--- src/hdl/cps_pkg.sv ---
// shared types and constants for the closest point on segment core
`default_nettype none
package cps_pkg;
  localparam int unsigned WordW = 32;
  localparam int unsigned TW = 17;
  localparam int unsigned DiffW = 33;
  localparam int unsigned ProdW = 65;
  localparam int unsigned NumW = 67;
  localparam int unsigned DenW = 64;
  localparam int unsigned TFrac = 16;
  localparam logic [TW-1:0] TOne = 17'h10000;

  typedef logic signed [WordW-1:0] word_t;
  typedef logic [TW-1:0] tval_t;

  typedef struct packed {
    word_t dir_x;
    word_t dir_y;
    word_t dir_z;
    word_t start_x;
    word_t start_y;
    word_t start_z;
    word_t query_x;
    word_t query_y;
    word_t query_z;
  } cps_in_t;

  typedef struct packed {
    word_t near_x;
    word_t near_y;
    word_t near_z;
    tval_t param_t;
    logic  degenerate;
  } cps_out_t;

  // divider stage payload: direction, start, running remainder, divisor, quotient, degenerate flag
  typedef struct packed {
    word_t dir_x;
    word_t dir_y;
    word_t dir_z;
    word_t start_x;
    word_t start_y;
    word_t start_z;
    logic [DenW:0] rem;
    logic [DenW-1:0] den;
    tval_t t;
    logic  degenerate;
  } cps_div_t;
endpackage
`default_nettype wire

--- src/hdl/cps_div_stage.sv ---
// one restoring division step per register stage
`default_nettype none
module cps_div_stage
  import cps_pkg::*;
(
  input  wire logic     clk,
  input  wire logic     rst,
  input  wire logic     en,
  input  wire logic     in_valid,
  input  wire cps_div_t in_item,
  output logic          out_valid,
  output cps_div_t      out_item
);
  logic [DenW:0] sh;
  logic ge;
  cps_div_t item_next;

  always_comb begin
    sh = {in_item.rem[DenW-1:0], 1'b0};
    ge = sh >= {1'b0, in_item.den};
    item_next = in_item;
    // clamped items carry rem = 0 and keep their t
    if (in_item.rem != '0) begin
      item_next.rem = ge ? sh - {1'b0, in_item.den} : sh;
      item_next.t = {in_item.t[TW-2:0], ge};
    end else if (in_item.t != TOne) begin
      item_next.t = {in_item.t[TW-2:0], 1'b0};
    end
  end

  always_ff @(posedge clk) begin
    if (rst) out_valid <= 1'b0;
    else if (en) out_valid <= in_valid;
  end

  always_ff @(posedge clk) begin
    if (en) out_item <= item_next;
  end
endmodule
`default_nettype wire

--- config.mk ---
export PLATFORM = sky130hd
export DESIGN_NAME = cps_div_stage
export DESIGN_NICKNAME = d
export VERILOG_FILES = /design/src/hdl/cps_pkg.sv /design/src/hdl/cps_div_stage.sv
export SDC_FILE = /design/constraint.sdc
export NUM_CORES = 1
export LEC_CHECK = 0
export BUFFER_PORTS_ARGS = -buffer_cell sky130_fd_sc_hd__buf_4
export CORE_AREA = 2 2 269 271
export CTS_CLUSTER_SIZE = 10
export DETAILED_ROUTE_END_ITERATION = 16
export DIE_AREA = 0 0 271 273
export PLACE_DENSITY = 0.5
export SETUP_SLACK_MARGIN = 0.15
export SYNTH_ARGS = -nofsm -noshare
export SYNTH_HDL_FRONTEND = slang
export SYNTH_SLANG_ARGS = --single-unit
--- constraint.sdc ---
create_clock -name clk -period 8.15 [get_ports clk]
set_clock_uncertainty 0.15 [all_clocks]
set_input_delay 1.63 -clock clk [delete_from_list [all_inputs] [get_ports clk]]
set_output_delay 1.63 -clock clk [all_outputs]
set_load 0.05 [all_outputs]
-- After elaboration in Yosys (flattened, before gate mapping)
Cells that the tools add are included.
- add/sub/neg operators: 1
- $lt $le $gt $ge: 1
- equal/unequal tests: 1
- muxes and demuxes: 4
- reductions and logical operators: 1
- operator list (operator ; count):
    two-way mux 65 bit ; 2
    greater-or-equal comparator 65 x 64 -> 1 bit ; 1
    nonzero test 65 bit ; 1
    subtractor 65 x 64 -> 65 bit ; 1
    two-way mux 17 bit ; 2
    inequality test 17 bit, second input constant ; 1
- bits in registers: 340
- input bits: 343
- logic and storage cells: 19

-- Depth between registers and ports, before layout
- depth in word-level cells: 3
- mapped depth: 15

-- Least setup slack after synthesis
OpenSTA, ideal clock, no wires.
- path type: in2reg
- start: input in_item[63] (netlist name)
- end: register out_item[130] (netlist name), data pin
- setup time: 0.256 ns
- arrival time: 4.040 ns
- slack: 3.704 ns
- stages: 14
- cells stage by stage: inv_1 -> ha_1 -> clkbuf_1 -> nand2_1 -> nor4_1 -> nand3b_1 -> a31o_2 -> o221ai_2 -> nor2_1 -> o41ai_2 -> buf_4 -> nor2_2 -> buf_6 -> a22o_1
- RTL lines (item ; line ; RTL):
    start: declaration ; cps_div_stage.sv:10 ; input wire cps_div_t in_item,
    end signal: assignment ; cps_div_stage.sv:37 ; if (en) out_item <= item_next;
    end: declaration ; cps_div_stage.sv:12 ; output cps_div_t out_item

==> metrics.cfg <==
[outcome]
status=finished, final reports clean

[sta]
max_slew_margin_pct=34.4
min_period_over_period_pct=65.2
worstMarginPinSlew_ns=0.984
hold_viol=0
fin_setup_tns_ns=0
min_period_ns=5.31
setup_viol=0
fmax_mhz=188
drv_slew=0
rsz0062_at_grt=false

[power_and_ir_drop]
swShare_pct=33.6
power.switching_uw=1880
pwr-share-comb_pct=27.5
vdd.ir_drop.worst_v=0.000165
p_per_area_mw_per_mm2=243
power_frac_clock_pct=33.6
seq_power_share_pct=38.9
cellLeakagePower_uw=0.00982
internal_power_uw=3720

[placement]
place_hpwl_um=57900
numPortBuffers=682
place_congestion=0.888

[floorplan]
rows=98
ios=683
initial_core_util_pct=21.8
die_w_um=271
die_h_um=273
core_mm2=0.0710
die_area_mm2=0.0740

[synth]
synth_common_cells=339 x edfxtp_1, 91 x inv_1, 86 x nor2_1, 75 x a21oi_1, 64 x ha_1
synth_xor_xnor_area_share_pct=3.45
synth.most_common_cell=edfxtp_1
async_flop_share_pct=0
synth_top_family_by_area=compound AO/OA/AOI/OAI gates
yosysSeqAreaShare_pct=65.8
synth_nets=1570
post-synth-top-area-fraction_pct=65.7
syn_area_mm2=0.0155
synthAdderAreaFrac_pct=5.30
synth_cell_types=72
synth-edff-count=339
yosys-top-cells-area=edfxtp_1 66%, ha_1 5.2%, xnor2_1 2.7%
ys.flop_type=edfxtp_1
synth-compound-area-share_pct=10.8
synthMuxAreaShare_pct=2.27
yosysTopAreaCell=edfxtp_1
syn_area_per_cell_um2=13.3
yosysWarnings=0
synthSimpleGateAreaFrac_pct=8.53
ys_ff_latch=340
netlist_instances=1162

[worst_setup_path]
critPathCaptureType=register
r2r-end=out_valid
crit_path_end=out_item[95]
r2r_start=out_valid
worstPathRequired_ns=8.28
reg2reg_depth=2
worstPathArrival_ns=5.44
criticalPathCategory=in2reg
critPathMaxFanout=59
ff2ff_setup_slack_ns=7.41
setup.worst_path.start_class=input pin
critPathLaunch=in_item[120]

[global_routing]
grt_antenna_before_repair=12
grtUsageTotal_pct=18.4
grt_pass1_wl_um=97500
overflow=0
grt_pass1_vias=12700
grt_start_max_net_pins=152

[min_path]
min_path_type=reg2reg

[drt]
vias=12400
drt-pass1-iter-count=5
ant_nets=0
dr.first_iter.drc_count=718
postRouteWirelength_um=71300
avgRoutedWirePerCell_um=25.3
drc=0
vias_per_cell=4.41

[finish]
nets=2254
area_growth_pct=48.4
fillers=7144
drive_above_1_share_pct=40.7
final_util_pct=32.4

[clock_tree]
cts_buffers=44
cts_tree=built
postCtsSetupBuffers=0
insertion_delay_ns=0.56
path_clk_slew_ns=0.06
cts_resized=0
cts.path.max_buffers=3
ctsHoldBuffers=0
cts-root-buf=clkbuf_16
htreeDepth=2
cts.sinks=340

[run]
max_cap_viol_count=0

[flip-flops by register name (all words and copies together) (netlist names)]
signal / count
out_item: 339
out_valid: 1
[through the flow]
stage	instances	instance area (um^2)	total power (uW)	worst slack, ns	hold WS [ns]
finish	2823	23000	5600	2.84	0.359
global route	2821	23000	5820	2.49	0.402
CTS	2820	23000	5690	2.80	0.361
detailed placement	2750	21600	3770	2.21	0.347
global placement	2750	21600	3770	2.28	0.334
floorplan	1162	15500	3140	3.70	0.583
[worst min path at each step]
stage / slack (ns) / startpoint / to / cells past startpoint
after floorplan: 0.58 / out_valid / out_valid / 2
after global placement: 0.33 / out_valid / out_valid / 2
after detailed placement: 0.35 / out_valid / out_valid / 2
after CTS: 0.36 / out_valid / out_valid / 2
after global routing: 0.40 / out_valid / out_valid / 2
final: 0.36 / out_valid / out_valid / 2
[kinds of logic (layout without fill, tap and decap cells)]
family,count (synthesis),in the layout
adder cells (fa/ha/maj),65,65
AND/OR/NAND/NOR,267,267
other,0,3
flip-flops,340,340
AO/OA/AOI/OAI,251,251
multiplexers,35,35
buffers and inverters,143,851
XOR/XNOR,61,61
[power by group through the flow]
stage,clock (uW),sequential (uW),combinational (uW)
floorplan,0,2790,352
global placement,0,2210,1560
detailed placement,0,2210,1560
CTS,1950,2180,1560
global route,2010,2190,1620
finish,1880,2180,1540
[final cells by class]
class	instances	area, um^2	share of cell area [%]
Sequential cell	340	10200	44.4
Timing Repair Buffer	689	5190	22.6
Multi-Input combinational cell	679	4720	20.5
Tap cell	950	1190	5.17
Clock buffer	58	1170	5.11
Inverter	92	345	1.50
Clock inverter	12	170	0.740
Antenna cell	3	7.51	0.0326
[per-layer routing]
metal	routed length, um	global-route usage (%)	vias up
li1	-	-	5728
met1	26900	20.7	6083
met2	37500	34.0	519
met3	5170	5.27	91
met4	1680	4.54	16
met5	95	0	-
[worst max-delay path, stage by stage]
cell and delay, ns:
buf_4 0.15, ha_1 0.43, nand4_1 0.29, nor4_1 0.51
nand3b_1 0.19, a31o_2 0.25, o221ai_2 0.08, nor2_1 0.14
o41ai_4 0.50, buf_4 0.82, mux2i_1 0.27, nor2_1 0.07
[layout by cell type, fill, tap and decap left out, types with 14 or more instances in the layout]
cell type  synthesis  layout
buf_4              2     687
a21oi_1           75      75
mux2i_1           34      34
nand4_1           21      21
inv_1             91      91
nand2_1           56      56
o21ai_0           37      37
xnor2_1           47      47
xor2_1            14      14
a21o_1            20      20
ha_1              64      64
clkbuf_16          0      45
nand3_1           14      14
and3_1            15      15
nor4_1            22      21
edfxtp_1         339     339
o21bai_1          17      17
nor2_1            86      86
(Power assumes the default switching activity.)
